`src/hw/rtl/frt_pkg.sv`:
```
// Shared types, codes and constants of the flash read-timing trainer.
`timescale 1ns / 1ps
package frt_pkg;

   localparam int MAX_TAP     = 99;
   localparam int MIN_DIVIDER = 1;
   localparam int MAX_DIVIDER = 255;
   localparam int DUMMY_SPAN  = 16;

   localparam logic [29:0] DTR_LIMIT_HZ   = 30'd50000000;
   localparam logic [30:0] ONE_IO_MIN_DIV = 31'd5;
   localparam int          DIV_BITS       = 30;
   localparam logic [3:0]  SEQ_FIRST      = 4'd2;
   localparam logic [3:0]  SEQ_LAST       = 4'd15;

   localparam logic [1:0] KIND_SCAN   = 2'd0;
   localparam logic [1:0] KIND_VERIFY = 2'd1;
   localparam logic [1:0] KIND_SEQ    = 2'd2;
   localparam logic [1:0] KIND_FIN    = 2'd3;

   localparam logic [1:0] STAT_BUSY   = 2'd0;
   localparam logic [1:0] STAT_CAL    = 2'd1;
   localparam logic [1:0] STAT_NOWIN  = 2'd2;
   localparam logic [1:0] STAT_BADCFG = 2'd3;

   localparam logic [1:0] IO_DTR    = 2'd1;
   localparam logic [1:0] IO_SINGLE = 2'd2;

   localparam logic OP_START = 1'b0;

   localparam logic [2:0] REG_SYS_CLOCK  = 3'd0;
   localparam logic [2:0] REG_RATE_LIMIT = 3'd1;
   localparam logic [2:0] REG_MIN_WINDOW = 3'd2;
   localparam logic [2:0] REG_VERIFY_REP = 3'd3;
   localparam logic [2:0] REG_BASE_DUMMY = 3'd4;
   localparam logic [2:0] REG_IO_CLASS   = 3'd5;
   localparam logic [2:0] REG_SEQ_WANTED = 3'd6;
   localparam logic [2:0] REG_LANES_LOG2 = 3'd7;

   typedef enum logic [2:0] {
      ACT_NONE,
      ACT_SDIV,
      ACT_SEEK,
      ACT_CLK,
      ACT_EMIT
   } act_type;

   typedef struct packed {
      logic accept;
      logic start_fin;
      logic seek_step;
      logic clk_go;
      logic clk_fin;
   } cmd_type;

   typedef struct packed {
      act_type act;
      logic    div_busy;
   } stat_type;

endpackage

```
`src/hw/rtl/frt_div.sv`:
```
// Serial restoring divider, one quotient bit per cycle.
`timescale 1ns / 1ps
module frt_div
   import frt_pkg::*;
(
   input  logic                clock,
   input  logic                reset,
   input  logic                go,
   input  logic [DIV_BITS-1:0] num,
   input  logic [DIV_BITS:0]   den,
   output logic [DIV_BITS-1:0] quotient,
   output logic                rem_nz,
   output logic                busy
);

   logic                run_ff, run_in;
   logic [4:0]          cnt_ff, cnt_in;
   logic [DIV_BITS-1:0] quo_ff, quo_in;
   logic [DIV_BITS:0]   rem_ff, rem_in, den_ff, den_in;
   logic [DIV_BITS+1:0] trial;

   always_comb begin
      run_in = run_ff;
      cnt_in = cnt_ff;
      quo_in = quo_ff;
      rem_in = rem_ff;
      den_in = den_ff;
      trial  = {rem_ff, quo_ff[DIV_BITS-1]};
      if (go) begin
         run_in = 1'b1;
         cnt_in = 5'(DIV_BITS - 1);
         quo_in = num;
         rem_in = '0;
         den_in = den;
      end else if (run_ff) begin
         if (trial >= {1'b0, den_ff}) begin
            rem_in = (DIV_BITS+1)'(trial - {1'b0, den_ff});
            quo_in = {quo_ff[DIV_BITS-2:0], 1'b1};
         end else begin
            rem_in = trial[DIV_BITS:0];
            quo_in = {quo_ff[DIV_BITS-2:0], 1'b0};
         end
         cnt_in = cnt_ff - 5'd1;
         if (cnt_ff == 5'd0) begin
            run_in = 1'b0;
         end
      end
   end

   always_ff @(posedge clock) begin
      if (reset) begin
         run_ff <= 1'b0;
      end else begin
         run_ff <= run_in;
      end
      cnt_ff <= cnt_in;
      quo_ff <= quo_in;
      rem_ff <= rem_in;
      den_ff <= den_in;
   end

   assign quotient = quo_ff;
   assign rem_nz   = |rem_ff;
   assign busy     = run_ff;

endmodule

```
`src/hw/rtl/frt_datapath.sv`:
```
// Trainer datapath: settings, search state, result word and the shared divider.
`timescale 1ns / 1ps
module frt_datapath
   import frt_pkg::*;
#(
   parameter int TAP_MAX = MAX_TAP,
   parameter int DIV_MIN = MIN_DIVIDER,
   parameter int DIV_MAX = MAX_DIVIDER,
   parameter int SPAN    = DUMMY_SPAN
)
(
   input  logic        clock,
   input  logic        reset,
   input  logic        csr_we,
   input  logic [2:0]  csr_index,
   input  logic [29:0] csr_data,
   input  logic        req_operation,
   input  logic        req_passed,
   input  cmd_type     cmd,
   output stat_type    st,
   output logic [1:0]  res_kind,
   output logic [7:0]  res_divider,
   output logic [7:0]  res_dummy,
   output logic [6:0]  res_delay,
   output logic [3:0]  res_seq,
   output logic [11:0] res_cpb,
   output logic [1:0]  res_status,
   output logic [6:0]  res_width,
   output logic        res_seqon,
   output logic [28:0] res_flash
);

   typedef enum logic [2:0] {
      PH_IDLE, PH_SCAN, PH_VERIFY, PH_SEQSCAN, PH_SEQVERIFY, PH_DONE
   } phase_type;

   logic [29:0] sys_clk_ff, rate_ff;
   logic [6:0]  min_win_ff;
   logic [7:0]  ver_rep_ff, base_dummy_ff;
   logic [1:0]  io_ff, lanes_ff;
   logic        seq_want_ff;

   phase_type   phase_ff, phase_in;
   act_type     act_ff, act_in;
   logic        skip_ff, skip_in;
   logic [7:0]  cur_div_ff, cur_div_in;
   logic [8:0]  cur_dummy_ff, cur_dummy_in, dummy_end_ff, dummy_end_in;
   logic [6:0]  cur_tap_ff, cur_tap_in, run_begin_ff, best_width_ff, best_tap_ff;
   logic        run_open_ff;
   logic [7:0]  win_dummy_ff, verify_done_ff, verify_done_in;
   logic [3:0]  seq_index_ff, seq_index_in, seq_bb_ff, seq_bw_ff;

   logic [1:0]  kind_ff, kind_in, status_ff, status_in;
   logic [7:0]  rdiv_ff, rdiv_in, rdummy_ff, rdummy_in;
   logic [6:0]  rdelay_ff, rdelay_in, rwidth_ff, rwidth_in;
   logic [3:0]  rseq_ff, rseq_in;
   logic        rseqon_ff, rseqon_in;
   logic [11:0] cpb_ff, cpb_in;
   logic [28:0] flash_ff, flash_in;

   logic        div_go, div_busy, div_rem_nz;
   logic [29:0] div_num, div_quo;
   logic [30:0] div_den;

   // Working copies of the state that one step may change several times.
   logic        ro;
   logic [6:0]  rb, bw, bt, pos, last, ws, need;
   logic [7:0]  bd, endp, w, vd;
   logic [3:0]  sbw, sbb, seqc;
   logic [8:0]  cd;
   logic [16:0] base;
   logic [9:0]  dend;
   logic [29:0] limit;
   logic [30:0] q;
   logic        acc, fok, fseq, seek, fail, isseq, fin_bad;
   logic [1:0]  fstat;
   logic        e_load, e_seqon;
   logic [1:0]  e_kind, e_status;
   logic [7:0]  e_div, e_dummy;
   logic [6:0]  e_delay, e_width;
   logic [3:0]  e_seq;
   logic [11:0] cpb_v;

   frt_div u_div (
      .clock    (clock),
      .reset    (reset),
      .go       (div_go),
      .num      (div_num),
      .den      (div_den),
      .quotient (div_quo),
      .rem_nz   (div_rem_nz),
      .busy     (div_busy)
   );

   always_comb begin
      phase_in       = phase_ff;
      act_in         = act_ff;
      skip_in        = skip_ff;
      cur_div_in     = cur_div_ff;
      cur_dummy_in   = cur_dummy_ff;
      dummy_end_in   = dummy_end_ff;
      cur_tap_in     = cur_tap_ff;
      verify_done_in = verify_done_ff;
      seq_index_in   = seq_index_ff;
      kind_in        = kind_ff;
      status_in      = status_ff;
      rdiv_in        = rdiv_ff;
      rdummy_in      = rdummy_ff;
      rdelay_in      = rdelay_ff;
      rwidth_in      = rwidth_ff;
      rseq_in        = rseq_ff;
      rseqon_in      = rseqon_ff;
      cpb_in         = cpb_ff;
      flash_in       = flash_ff;
      ro = run_open_ff;   rb = run_begin_ff;
      bw = best_width_ff; bt = best_tap_ff; bd = win_dummy_ff;
      sbw = seq_bw_ff;    sbb = seq_bb_ff;
      acc = 1'b0; fok = 1'b0; fseq = 1'b0; seek = 1'b0; fail = 1'b0;
      fstat = STAT_NOWIN;
      e_load = 1'b0; e_kind = KIND_SCAN; e_div = cur_div_ff; e_dummy = '0;
      e_delay = '0; e_seq = '0; e_status = STAT_BUSY; e_width = '0; e_seqon = 1'b0;
      div_go = 1'b0; div_num = sys_clk_ff; div_den = {22'd0, cur_div_ff, 1'b0};
      isseq = (phase_ff == PH_SEQSCAN);
      pos   = isseq ? {3'd0, seq_index_ff} : cur_tap_ff;
      last  = isseq ? {3'd0, SEQ_LAST} : 7'(TAP_MAX);
      endp = '0; w = '0; ws = '0; cd = '0; vd = '0; base = '0; dend = '0;
      q = '0; seqc = '0; fin_bad = 1'b0; cpb_v = '0;
      limit = (io_ff == IO_DTR && rate_ff > DTR_LIMIT_HZ) ? DTR_LIMIT_HZ : rate_ff;
      need  = (min_win_ff == 7'd0) ? 7'd1 : min_win_ff;

      if (cmd.accept) begin
         act_in = ACT_NONE;
         if (req_operation == OP_START) begin
            if (sys_clk_ff == 30'd0 || limit == 30'd0) begin
               fail = 1'b1; fstat = STAT_BADCFG;
            end else begin
               div_go  = 1'b1;
               div_den = {limit, 1'b0};
               act_in  = ACT_SDIV;
            end
         end else if (phase_ff == PH_SCAN || phase_ff == PH_SEQSCAN) begin
            if (req_passed && !ro) begin
               rb = pos; ro = 1'b1;
            end
            if ((!req_passed || pos == last) && ro) begin
               endp = req_passed ? ({1'b0, pos} + 8'd1) : {1'b0, pos};
               w    = endp - {1'b0, rb};
               ws   = (w > 8'd127) ? 7'd127 : w[6:0];
               if (isseq) begin
                  if (w > {4'd0, sbw}) begin
                     sbw = w[3:0]; sbb = rb[3:0];
                  end
               end else if (ws > bw) begin
                  bw = ws;
                  bd = cur_dummy_ff[7:0];
                  bt = 7'(rb + 7'((w - 8'd1) >> 1));
               end
               ro = 1'b0;
            end
            if (isseq) begin
               if (seq_index_ff < SEQ_LAST) begin
                  seq_index_in = seq_index_ff + 4'd1;
                  e_load = 1'b1; e_kind = KIND_SEQ; e_dummy = bd; e_delay = bt;
                  e_seq = seq_index_ff + 4'd1;
               end else if (sbw == 4'd0) begin
                  fok = 1'b1;
               end else begin
                  verify_done_in = '0;
                  if (ver_rep_ff == 8'd0) begin
                     fok = 1'b1; fseq = 1'b1;
                  end else begin
                     phase_in = PH_SEQVERIFY;
                     e_load = 1'b1; e_kind = KIND_SEQ; e_dummy = bd; e_delay = bt;
                     e_seq = 4'(sbb + ((sbw - 4'd1) >> 1));
                  end
               end
            end else if (cur_tap_ff < 7'(TAP_MAX)) begin
               cur_tap_in = cur_tap_ff + 7'd1;
               e_load = 1'b1; e_kind = KIND_SCAN; e_dummy = cur_dummy_ff[7:0];
               e_delay = cur_tap_ff + 7'd1;
            end else begin
               cd = cur_dummy_ff + 9'd1;
               cur_dummy_in = cd;
               if (cd < dummy_end_ff) begin
                  cur_tap_in = '0; ro = 1'b0;
                  e_load = 1'b1; e_kind = KIND_SCAN; e_dummy = cd[7:0];
               end else if (bw < need) begin
                  seek = 1'b1;
               end else begin
                  verify_done_in = '0;
                  if (ver_rep_ff == 8'd0) begin
                     acc = 1'b1;
                  end else begin
                     phase_in = PH_VERIFY;
                     e_load = 1'b1; e_kind = KIND_VERIFY; e_dummy = bd; e_delay = bt;
                  end
               end
            end
         end else if (phase_ff == PH_VERIFY || phase_ff == PH_SEQVERIFY) begin
            vd = verify_done_ff + 8'd1;
            verify_done_in = vd;
            if (phase_ff == PH_VERIFY) begin
               if (!req_passed) begin
                  seek = 1'b1;
               end else if (vd >= ver_rep_ff) begin
                  acc = 1'b1;
               end else begin
                  e_load = 1'b1; e_kind = KIND_VERIFY; e_dummy = bd; e_delay = bt;
               end
            end else begin
               if (!req_passed) begin
                  fok = 1'b1;
               end else if (vd >= ver_rep_ff) begin
                  fok = 1'b1; fseq = 1'b1;
               end else begin
                  e_load = 1'b1; e_kind = KIND_SEQ; e_dummy = bd; e_delay = bt;
                  e_seq = 4'(sbb + ((sbw - 4'd1) >> 1));
               end
            end
         end
      end

      if (cmd.start_fin) begin
         q = {1'b0, div_quo} + {30'd0, div_rem_nz};
         if (q < 31'(DIV_MIN)) begin
            q = 31'(DIV_MIN);
         end
         if (io_ff == IO_SINGLE && q < ONE_IO_MIN_DIV) begin
            q = ONE_IO_MIN_DIV;
         end
         if (q > 31'(DIV_MAX)) begin
            fail = 1'b1; fstat = STAT_BADCFG;
         end else begin
            cur_div_in = q[7:0];
            skip_in    = 1'b0;
            act_in     = ACT_SEEK;
         end
      end

      if (cmd.seek_step) begin
         base = 17'(base_dummy_ff) * 17'(cur_div_ff) * 17'd2;
         if (skip_ff) begin
            skip_in = 1'b0;
            if (cur_div_ff >= 8'(DIV_MAX)) begin
               fail = 1'b1;
            end else begin
               cur_div_in = cur_div_ff + 8'd1;
            end
         end else if (base + 17'd2 <= 17'd255) begin
            dend = {1'b0, base[8:0]} + 10'(SPAN);
            if (dend > 10'd256) begin
               dend = 10'd256;
            end
            cur_dummy_in = base[8:0] + 9'd2;
            dummy_end_in = dend[8:0];
            cur_tap_in   = '0;
            ro = 1'b0; rb = '0; bw = '0; bd = '0; bt = '0;
            phase_in = PH_SCAN;
            e_load = 1'b1; e_kind = KIND_SCAN; e_dummy = base[7:0] + 8'd2;
         end else if (cur_div_ff >= 8'(DIV_MAX)) begin
            fail = 1'b1;
         end else begin
            cur_div_in = cur_div_ff + 8'd1;
         end
      end

      if (acc) begin
         if (seq_want_ff) begin
            seq_index_in = SEQ_FIRST;
            ro = 1'b0; rb = '0; sbb = '0; sbw = '0;
            phase_in = PH_SEQSCAN;
            e_load = 1'b1; e_kind = KIND_SEQ; e_dummy = bd; e_delay = bt;
            e_seq = SEQ_FIRST;
         end else begin
            fok = 1'b1;
         end
      end
      if (fok) begin
         seqc = (sbw == 4'd0) ? 4'd0 : 4'(sbb + ((sbw - 4'd1) >> 1));
         phase_in = PH_DONE;
         e_load = 1'b1; e_kind = KIND_FIN; e_dummy = bd; e_delay = bt;
         e_seq = fseq ? seqc : 4'd0; e_status = STAT_CAL; e_width = bw; e_seqon = fseq;
      end
      if (fail) begin
         phase_in = PH_DONE;
         e_load = 1'b1; e_kind = KIND_FIN; e_status = fstat;
      end
      if (seek) begin
         skip_in = 1'b1;
         act_in  = ACT_SEEK;
      end

      if (e_load) begin
         fin_bad = (e_kind == KIND_FIN) && (e_status != STAT_CAL);
         cpb_v   = {e_div, 4'd0} >> lanes_ff;
         if (io_ff == IO_DTR) begin
            cpb_v = cpb_v >> 1;
         end
         kind_in   = e_kind;
         status_in = e_status;
         rdiv_in   = fin_bad ? 8'd0 : e_div;
         rdummy_in = fin_bad ? 8'd0 : e_dummy;
         rdelay_in = fin_bad ? 7'd0 : e_delay;
         rseq_in   = fin_bad ? 4'd0 : e_seq;
         rwidth_in = fin_bad ? 7'd0 : e_width;
         rseqon_in = fin_bad ? 1'b0 : e_seqon;
         cpb_in    = fin_bad ? 12'd0 : cpb_v;
         flash_in  = '0;
         act_in    = (fin_bad || e_div == 8'd0) ? ACT_EMIT : ACT_CLK;
      end

      if (cmd.clk_go) begin
         div_go  = 1'b1;
         div_den = {22'd0, rdiv_ff, 1'b0};
      end
      if (cmd.clk_fin) begin
         flash_in = div_quo[28:0];
      end
   end

   always_ff @(posedge clock) begin
      if (reset) begin
         sys_clk_ff     <= '0;
         rate_ff        <= 30'd75000000;
         min_win_ff     <= 7'd8;
         ver_rep_ff     <= 8'd4;
         base_dummy_ff  <= 8'd6;
         io_ff          <= 2'd0;
         seq_want_ff    <= 1'b0;
         lanes_ff       <= 2'd2;
         phase_ff       <= PH_IDLE;
         act_ff         <= ACT_NONE;
         skip_ff        <= 1'b0;
         cur_div_ff     <= '0;
         cur_dummy_ff   <= '0;
         dummy_end_ff   <= '0;
         cur_tap_ff     <= '0;
         run_begin_ff   <= '0;
         run_open_ff    <= 1'b0;
         best_width_ff  <= '0;
         win_dummy_ff   <= '0;
         best_tap_ff    <= '0;
         verify_done_ff <= '0;
         seq_index_ff   <= '0;
         seq_bb_ff      <= '0;
         seq_bw_ff      <= '0;
      end else begin
         if (csr_we) begin
            case (csr_index)
               REG_SYS_CLOCK:  sys_clk_ff    <= csr_data;
               REG_RATE_LIMIT: rate_ff       <= csr_data;
               REG_MIN_WINDOW: min_win_ff    <= csr_data[6:0];
               REG_VERIFY_REP: ver_rep_ff    <= csr_data[7:0];
               REG_BASE_DUMMY: base_dummy_ff <= csr_data[7:0];
               REG_IO_CLASS:   io_ff         <= csr_data[1:0];
               REG_SEQ_WANTED: seq_want_ff   <= csr_data[0];
               REG_LANES_LOG2: lanes_ff      <= csr_data[1:0];
               default: ;
            endcase
         end
         phase_ff       <= phase_in;
         act_ff         <= act_in;
         skip_ff        <= skip_in;
         cur_div_ff     <= cur_div_in;
         cur_dummy_ff   <= cur_dummy_in;
         dummy_end_ff   <= dummy_end_in;
         cur_tap_ff     <= cur_tap_in;
         run_begin_ff   <= rb;
         run_open_ff    <= ro;
         best_width_ff  <= bw;
         win_dummy_ff   <= bd;
         best_tap_ff    <= bt;
         verify_done_ff <= verify_done_in;
         seq_index_ff   <= seq_index_in;
         seq_bb_ff      <= sbb;
         seq_bw_ff      <= sbw;
      end
      kind_ff   <= kind_in;
      status_ff <= status_in;
      rdiv_ff   <= rdiv_in;
      rdummy_ff <= rdummy_in;
      rdelay_ff <= rdelay_in;
      rwidth_ff <= rwidth_in;
      rseq_ff   <= rseq_in;
      rseqon_ff <= rseqon_in;
      cpb_ff    <= cpb_in;
      flash_ff  <= flash_in;
   end

   assign st.act      = act_ff;
   assign st.div_busy = div_busy;

   assign res_kind    = kind_ff;
   assign res_divider = rdiv_ff;
   assign res_dummy   = rdummy_ff;
   assign res_delay   = rdelay_ff;
   assign res_seq     = rseq_ff;
   assign res_cpb     = cpb_ff;
   assign res_status  = status_ff;
   assign res_width   = rwidth_ff;
   assign res_seqon   = rseqon_ff;
   assign res_flash   = flash_ff;

endmodule

```
`src/hw/rtl/frt_ctrl.sv`:
```
// Trainer controller: sequences each command word through the datapath.
`timescale 1ns / 1ps
module frt_ctrl
   import frt_pkg::*;
(
   input  logic     clock,
   input  logic     reset,
   input  logic     start,
   input  stat_type st,
   output cmd_type  cmd,
   output logic     busy,
   output logic     rsp_valid
);

   typedef enum logic [2:0] {
      C_IDLE, C_DISPATCH, C_SDIV, C_SEEK, C_CDIV, C_EMIT
   } state_type;

   state_type state_ff, state_in;

   always_comb begin
      cmd.accept    = (state_ff == C_IDLE) && start;
      cmd.start_fin = (state_ff == C_SDIV) && !st.div_busy;
      cmd.seek_step = (state_ff == C_SEEK);
      cmd.clk_go    = (state_ff == C_DISPATCH) && (st.act == ACT_CLK);
      cmd.clk_fin   = (state_ff == C_CDIV) && !st.div_busy;
      state_in      = state_ff;
      case (state_ff)
         C_IDLE: begin
            if (start) state_in = C_DISPATCH;
         end
         C_DISPATCH: begin
            case (st.act)
               ACT_SDIV: state_in = C_SDIV;
               ACT_SEEK: state_in = C_SEEK;
               ACT_CLK:  state_in = C_CDIV;
               ACT_EMIT: state_in = C_EMIT;
               default:  state_in = C_IDLE;
            endcase
         end
         C_SDIV: begin
            if (!st.div_busy) state_in = C_DISPATCH;
         end
         C_SEEK: state_in = C_DISPATCH;
         C_CDIV: begin
            if (!st.div_busy) state_in = C_EMIT;
         end
         C_EMIT: state_in = C_IDLE;
         default: state_in = C_IDLE;
      endcase
   end

   always_ff @(posedge clock) begin
      if (reset) begin
         state_ff <= C_IDLE;
      end else begin
         state_ff <= state_in;
      end
   end

   assign busy      = (state_ff != C_IDLE);
   assign rsp_valid = (state_ff == C_EMIT);

endmodule

```
`src/hw/rtl/flash_read_timing_trainer.sv`:
```
// Top level of the flash read-timing trainer.
//
//  channel  ports                        handshake
//  request  req_operation, req_passed    start high while busy low
//  result   rsp_* fields                 rsp_valid, one cycle, no back-pressure
//  config   csr_we, csr_index, csr_data  taken on every edge with csr_we high
//
// A word that yields a probe passes through dispatch, the serial divider that derives the
// flash clock, a step to take its quotient, then the result cycle. A start first derives
// the divider on the same serial divider and then takes the first seek step; each divider
// skipped costs one more seek step. A failed finish skips the clock divider.
// Synchronous reset clears control state and restores register defaults.
// Results cannot be stalled; busy stays high until the result cycle ends.
`timescale 1ns / 1ps
module flash_read_timing_trainer
   import frt_pkg::*;
#(
   parameter int TAP_MAX = MAX_TAP,
   parameter int DIV_MIN = MIN_DIVIDER,
   parameter int DIV_MAX = MAX_DIVIDER,
   parameter int SPAN    = DUMMY_SPAN
)
(
   input  logic        clock,
   input  logic        reset,
   input  logic        start,
   output logic        busy,
   input  logic        req_operation,
   input  logic        req_passed,
   input  logic        csr_we,
   input  logic [2:0]  csr_index,
   input  logic [29:0] csr_data,
   output logic        rsp_valid,
   output logic [1:0]  rsp_kind,
   output logic [7:0]  rsp_probe_divider,
   output logic [7:0]  rsp_probe_dummy,
   output logic [6:0]  rsp_probe_delay,
   output logic [3:0]  rsp_probe_seq_cycles,
   output logic [11:0] rsp_cycles_per_byte,
   output logic [1:0]  rsp_status,
   output logic [6:0]  rsp_window_width,
   output logic        rsp_sequential_on,
   output logic [28:0] rsp_flash_clock_hz
);

   cmd_type  cmd;
   stat_type st;

   frt_ctrl u_ctrl (
      .clock     (clock),
      .reset     (reset),
      .start     (start),
      .st        (st),
      .cmd       (cmd),
      .busy      (busy),
      .rsp_valid (rsp_valid)
   );

   frt_datapath #(
      .TAP_MAX (TAP_MAX),
      .DIV_MIN (DIV_MIN),
      .DIV_MAX (DIV_MAX),
      .SPAN    (SPAN)
   ) u_dp (
      .clock         (clock),
      .reset         (reset),
      .csr_we        (csr_we),
      .csr_index     (csr_index),
      .csr_data      (csr_data),
      .req_operation (req_operation),
      .req_passed    (req_passed),
      .cmd           (cmd),
      .st            (st),
      .res_kind      (rsp_kind),
      .res_divider   (rsp_probe_divider),
      .res_dummy     (rsp_probe_dummy),
      .res_delay     (rsp_probe_delay),
      .res_seq       (rsp_probe_seq_cycles),
      .res_cpb       (rsp_cycles_per_byte),
      .res_status    (rsp_status),
      .res_width     (rsp_window_width),
      .res_seqon     (rsp_sequential_on),
      .res_flash     (rsp_flash_clock_hz)
   );

`ifndef NO_ASSERTIONS
   a_valid_busy: assert property (@(posedge clock) disable iff (reset)
      rsp_valid |-> busy) else $error("result strobe while idle");
   a_one_cycle: assert property (@(posedge clock) disable iff (reset)
      rsp_valid |=> !rsp_valid) else $error("result strobe held");
   a_fail_zero: assert property (@(posedge clock) disable iff (reset)
      (rsp_valid && rsp_kind == KIND_FIN && rsp_status != STAT_CAL) |->
      (rsp_probe_divider == 8'd0 && rsp_flash_clock_hz == 29'd0))
      else $error("failed finish carries data");
   a_take: assert property (@(posedge clock) disable iff (reset)
      (start && !busy) |=> busy) else $error("accepted word not worked on");
`endif

endmodule

```
`config.mk`:
```
export PLATFORM = sky130hd
export DESIGN_NAME = flash_read_timing_trainer
export DESIGN_NICKNAME = d
export VERILOG_FILES = /design/src/hw/rtl/frt_pkg.sv /design/src/hw/rtl/frt_div.sv /design/src/hw/rtl/frt_datapath.sv /design/src/hw/rtl/frt_ctrl.sv /design/src/hw/rtl/flash_read_timing_trainer.sv
export SDC_FILE = /design/constraint.sdc
export NUM_CORES = 1
export LEC_CHECK = 0
export CAP_MARGIN = 20
export CORE_ASPECT_RATIO = 1.5
export CORE_MARGIN = 3
export CORE_UTILIZATION = 43
export CTS_BUF_LIST = sky130_fd_sc_hd__clkbuf_4 sky130_fd_sc_hd__clkbuf_8
export DETAILED_ROUTE_END_ITERATION = 10
export DONT_BUFFER_PORTS = 1
export SYNTH_ARGS = -nofsm -noshare
export SYNTH_HDL_FRONTEND = slang
export SYNTH_SLANG_ARGS = --single-unit
```
`constraint.sdc`:
```
create_clock -name clock -period 17.7 [get_ports clock]
set_input_delay 3.54 -clock clock [delete_from_list [all_inputs] [get_ports clock]]
set_output_delay 3.54 -clock clock [all_outputs]
set_load 0.1 [all_outputs]
```
After elaboration in Yosys (flattened, before gate mapping):

Cells that the tools add are included.

* bits of input ports: 39
* bits in latches: 0
* bits in read-only memories: 0
* word-level logic and storage cells: 503
* bits in registers: 359
* bits in writable memories: 0
* output and inout bits: 82
* memories: 0

* add/sub/neg operators: 22
* reductions and logical operators: 48
* multiplexer cells: 335
* shift operators: 1
* multiply operators: 1
* order comparisons: 16
* equality and inequality tests: 33
* div/mod/pow operators: 0
* bitwise operators: 3

Operators by type and width (count)
* $mux W7: 62
* $mux W8: 43
* $mux W4: 45
* $mux W31: 5
* $mux W9: 13
* $mux W1: 104
* $mux W30: 3
* $mux W3: 28
* $logic_not A30 Y1: 2
* $mux W29: 2
* $mux W2: 27
* $ge A32 B31 Y1: 1
* $add A30 B1 Y31: 1
* $gt A31 B8 Y1 const B: 1
* $lt A31 B1 Y1 const B: 1
* $lt A31 B3 Y1 const B: 1
* $reduce_or A31 Y1: 1
* $sub A31 B31 Y31: 1
* $gt A30 B26 Y1 const B: 1
* $eq A3 B2 Y1 const B: 8
* $eq A3 B3 Y1 const B: 8
* $add A17 B2 Y17 const B: 1
* $le A17 B8 Y1 const B: 1
* $add A8 B1 Y8 const B: 2
* 53 further kinds: 97

Depth between registers and ports, before layout:

* depth after elaboration: 36
* depth in mapped cells: 41
* depth with buffers taken out: 35

Modules after synthesis:

Synthesis repeated with hierarchy kept, for this count alone.

* cell total of the unflattened synthesis: 2888
* area, all modules: 24637.4 µm²

By module, submodules not included
* frt_datapath: area an instance 18397.6 µm², instances 1, cells an instance 2252, sequential area each 5945.7 µm²
* frt_div: area an instance 5957.0 µm², instances 1, cells an instance 603, sequential area each 2572.5 µm²
* frt_ctrl: area an instance 282.8 µm², instances 1, cells an instance 33, sequential area each 60.1 µm²

Worst setup path after synthesis:

OpenSTA, ideal clock, no wires.

* kind: input port to flip-flop
* start: input req_passed
* end: register u_dp.rseq_ff[3] (netlist: u_dp.res_seq[3]) (data pin)
* setup time: 0.267 ns
* buffers on the path: 6
* required time: 17.433 ns
* arrival time: 10.983 ns
* path slack: 6.450 ns
* stages on the path: 35
* path through: clkbuf_1 -> nand2b_1 -> clkbuf_1 -> o21ai_0 -> inv_1 -> ha_1 -> a211oi_1 -> a21oi_1 -> or4_1 -> and2_1 -> clkbuf_1 -> nand2b_1 -> ha_1 -> nand4_1 -> nor2_1 -> or3_1 -> a21oi_1 -> buf_1 -> clkbuf_1 -> o21ai_0 -> ha_1 -> a21o_1 -> a21oi_1 -> o211ai_1 -> and4b_1 -> o21a_1 -> buf_2 -> or2_2 -> ha_1 -> xor2_1 -> ha_1 -> a21o_1 -> a21oi_1 -> xor2_1 -> o22ai_1

* longest elaborated chain between the ends: 32
* elaborated cells on any way between the ends: 122
* those cells by class: add/sub (5); order compare (4); eq/ne (2); mux (104); reduce/logical (7)

RTL lines
* start, declared: RTL line flash_read_timing_trainer.sv:29 `input logic req_passed,`
* branches (longest 32 deep; another with $sub A8 B7 Y8)
* end signal, assigned: RTL line frt_datapath.sv:384 `rseq_ff <= rseq_in;`
* end, declared: RTL line frt_datapath.sv:56 `logic [3:0] rseq_ff, rseq_in;`

Parallel ways; which one is timed is not known. The select of a mux whose other input is x is not followed.
A chain may end at the register's enable or synchronous reset.

Worst setup path after layout:

Ends and elaborated chain as after synthesis.

==> impl_metrics.toml <==
[logic_synthesis]
async_reset_ff_share_pct = 0
ys.flop_type = "dfxtp_1"
synth_commonest_cells = "nand2_1 (449), nor2_1 (273), dfxtp_1 (217)"
syn-num-nets = 3060
synthCells = 2841
syn_avg_cell_area_um2 = 8.32
synth_area_mm2 = 0.0236
yosysSeqAreaShare_pct = 36.1
synth_cell_type_count = 99
synthDominantCellAreaShare_pct = 18.4
ys_warn_count = 0
synth_seq_cells = 357
synth.area.top_cells = "dfxtp_1 (18%), edfxtp_1 (18%), ha_1 (7.3%), nand2_1 (7.1%), a21oi_1 (4.6%)"
synth-edff-count = 140
synth_top_area_cell = "dfxtp_1"
synth_most_common_cell = "nand2_1"

[setup_path]
critical_path.max_stage_delay_ns = 0.58
crit_cells = 29
critPathTopFamily = "compound AO/OA/AOI/OAI gates"
critical_path_class = "in -> reg"
start_kind = "input port"
endpoint_kind = "flop"
cp_num_buf_inv = 2
reg2reg_depth = 32
crit_slowest_cell = "or4_1"
critPathRequiredTime_ns = 18.11
arrival_ns = 11.08
cp_max_fo = 22
path_common_cell = "ha_1"

[floorplanning]
dieHeight_um = 293
start_util_pct = 43.8
die_area_mm2 = 0.0579
die_w_um = 197
rows = 104
ios = 121
coreArea_mm2 = 0.0540

[layout]
seqCellArea_mm2 = 0.00855
multi_input_area_mm2 = 0.0139
final_area_mm2 = 0.0254
fillers = 5247
drive_above_1_share_pct = 6.83
syn2layout_area_growth_pct = 7.41
nets = 2983

[placed_design]
post-place-ws_ns = 6.32
dp_hpwl_mm = 53.0
io_buffers = 0
postPlaceCellArea_mm2 = 0.0241
place.gp.congestion = 0.916

[clock_tree]
cts_resized = 0
clk_pin_slew_ns = 0.06
clock_path_buffers = 3
cts_sinks = 357
numCtsBuffers = 57
hold_buffers = 0
cts-htree-levels = 2
clk_latency_ns = 0.69
cts_setup_buffers = 0
cts_tree = "yes"
root_buffer = "clkbuf_8"

[timing]
setup_viol = 0
tightest_slew_ns = 1.06
hold_viol_final = 0
worst_slack_ns = 7.03
slew_viol_final = 0
final.setup.tns_ns = 0
period_minus_slack_ns = 10.67
period_share_pct = 60.3
slew_headroom_pct = 29.5
rsz0062_at_grt = "no"
fin_skew_ns = 0.0391
fmax_mhz = 93.7

[route]
wl_mm = 70.5
vias_per_cell = 5.78
num_vias = 20200
ant_nets = 0
drt_iter0_drc = 1177
first_pass_iters = 6
post-route-drc-count = 0
post_drt_wl_per_cell_um = 20.1

[pwr]
power.density_mw_per_mm2 = 101
leakage_nw = 10.1
ir_worst_vdd_uv = 66.7
power_mw = 2.55

[grt]
grt_start_max_net_pins = 142
overflow = 0
grt_antenna_before_repair = 1
grt_pass1_wl_mm = 109
grt_usage_pct = 23.8
grt_pass1_vias = 19800

[flow_run]
drv_cap = 0

[min_path]
holdPathStages = 2
hold_class = "reg -> reg"

[outcome]
status = "finished clean"
-- metrics by stage --
step	hold WS (ns)	utilization [%]	cells
4_1_cts	0.460	47.0	3501
3_3_place_gp	0.448	44.6	3393
2_1_floorplan	0.433	-	2841
5_1_grt	0.482	47.0	3503
3_5_place_dp	0.450	44.6	3393
6_report	0.456	47.0	3503
-- power breakdown --
| group | internal [mW] | total (mW) | switching [mW] |
|---|---|---|---|
| clock | 0.428 | 0.798 | 0.369 |
| combinational | 0.227 | 0.574 | 0.347 |
| sequential | 0.952 | 1.18 | 0.231 |
-- sequential cells by signal, summed over array words and instances, names as in the netlist, 8 cells and up --
signal,flops
u_dp.win_dummy_ff,8
u_dp.res_dummy,8
u_dp.cur_dummy_ff,9
u_dp.ver_rep_ff,8
u_dp.u_div.quotient,30
u_dp.dummy_end_ff,8
u_dp.div_num,30
u_dp.verify_done_ff,8
u_dp.base_dummy_ff,8
u_dp.res_cpb,12
u_dp.u_div.rem_ff,31
u_dp.res_flash,29
u_dp.cur_div_ff,8
u_dp.res_divider,8
u_dp.u_div.den_ff,30
u_dp.rate_ff,30
-- area by class of cell --
cell class / instances / share of cell area (%)
sequential: 357 / 33.7
clock inverter: 37 / 1.29
clock buffer: 71 / 3.70
antenna: 1 / 0.00985
tap: 689 / 3.39
timing repair buffer: 24 / 0.867
inverter: 172 / 2.54
multi-input combinational: 2152 / 54.5
-- logic make-up after synthesis --
group	share of synthesized area [%]
compound gates	16.2
xor+xnor	4.19
fa+ha+maj	10.9
buf+inv	5.47
flops	36.1
mux	3.42
simple gates	23.7
-- final timing paths --
kind | slack, ns | startpoint | end
worst max-delay path | 7.03 | req_passed | u_dp.res_seq[3]
worst min-delay path | 0.46 | u_dp.run_begin_ff[0] | u_dp.run_begin_ff[0]
worst max register to register | 8.22 | u_dp.phase_ff[1] | u_dp.res_seq[3]
worst min register to register | 0.46 | u_dp.run_begin_ff[0] | u_dp.run_begin_ff[0]
-- cell usage in the layout, fill, tap and decap left out, types with 25 or more instances in the layout --
master    netlist  layout
o21ai_0       108     108
nand3_1        69      69
clkbuf_8        0      65
nor3_1         53      52
nor2_1        273     271
nor4_1         40      40
fa_1           42      42
ha_1          138     138
a21o_1         28      28
edfxtp_1      140     140
a211oi_1       51      51
a21oi_1       216     215
and3_1         32      32
dfxtp_1       217     216
nor2b_1        26      25
nand2_1       449     449
xor2_1         48      48
and2_1         81      81
mux2i_1        59      59
inv_1         170     169
xnor2_1        65      65
nand4_1        40      40
-- worst reg2reg max path: cells and delay by family, from the launching register on --
| kind | cells | cell delay (ns) |
|---|---|---|
| flops | 1 | 0.80 |
| buf+inv | 2 | 0.47 |
| xor+xnor | 3 | 0.68 |
| fa+ha+maj | 6 | 1.57 |
| mux | 1 | 0.49 |
| simple gates | 10 | 2.90 |
| compound gates | 10 | 2.30 |
-- layer usage --
metal  share of wire [%]  global-route usage [%]  routed length, µm  vias up
li1                    -                       -                  -     9828
met1                  37                    26.0              26200     9745
met2                  52                    44.2              36800      534
met3                 6.8                    5.55               4790      127
met4                 3.9                    8.99               2750        0
met5                   0                       0                  0        -
No activity file was read; power rests on OpenSTA's default activity.
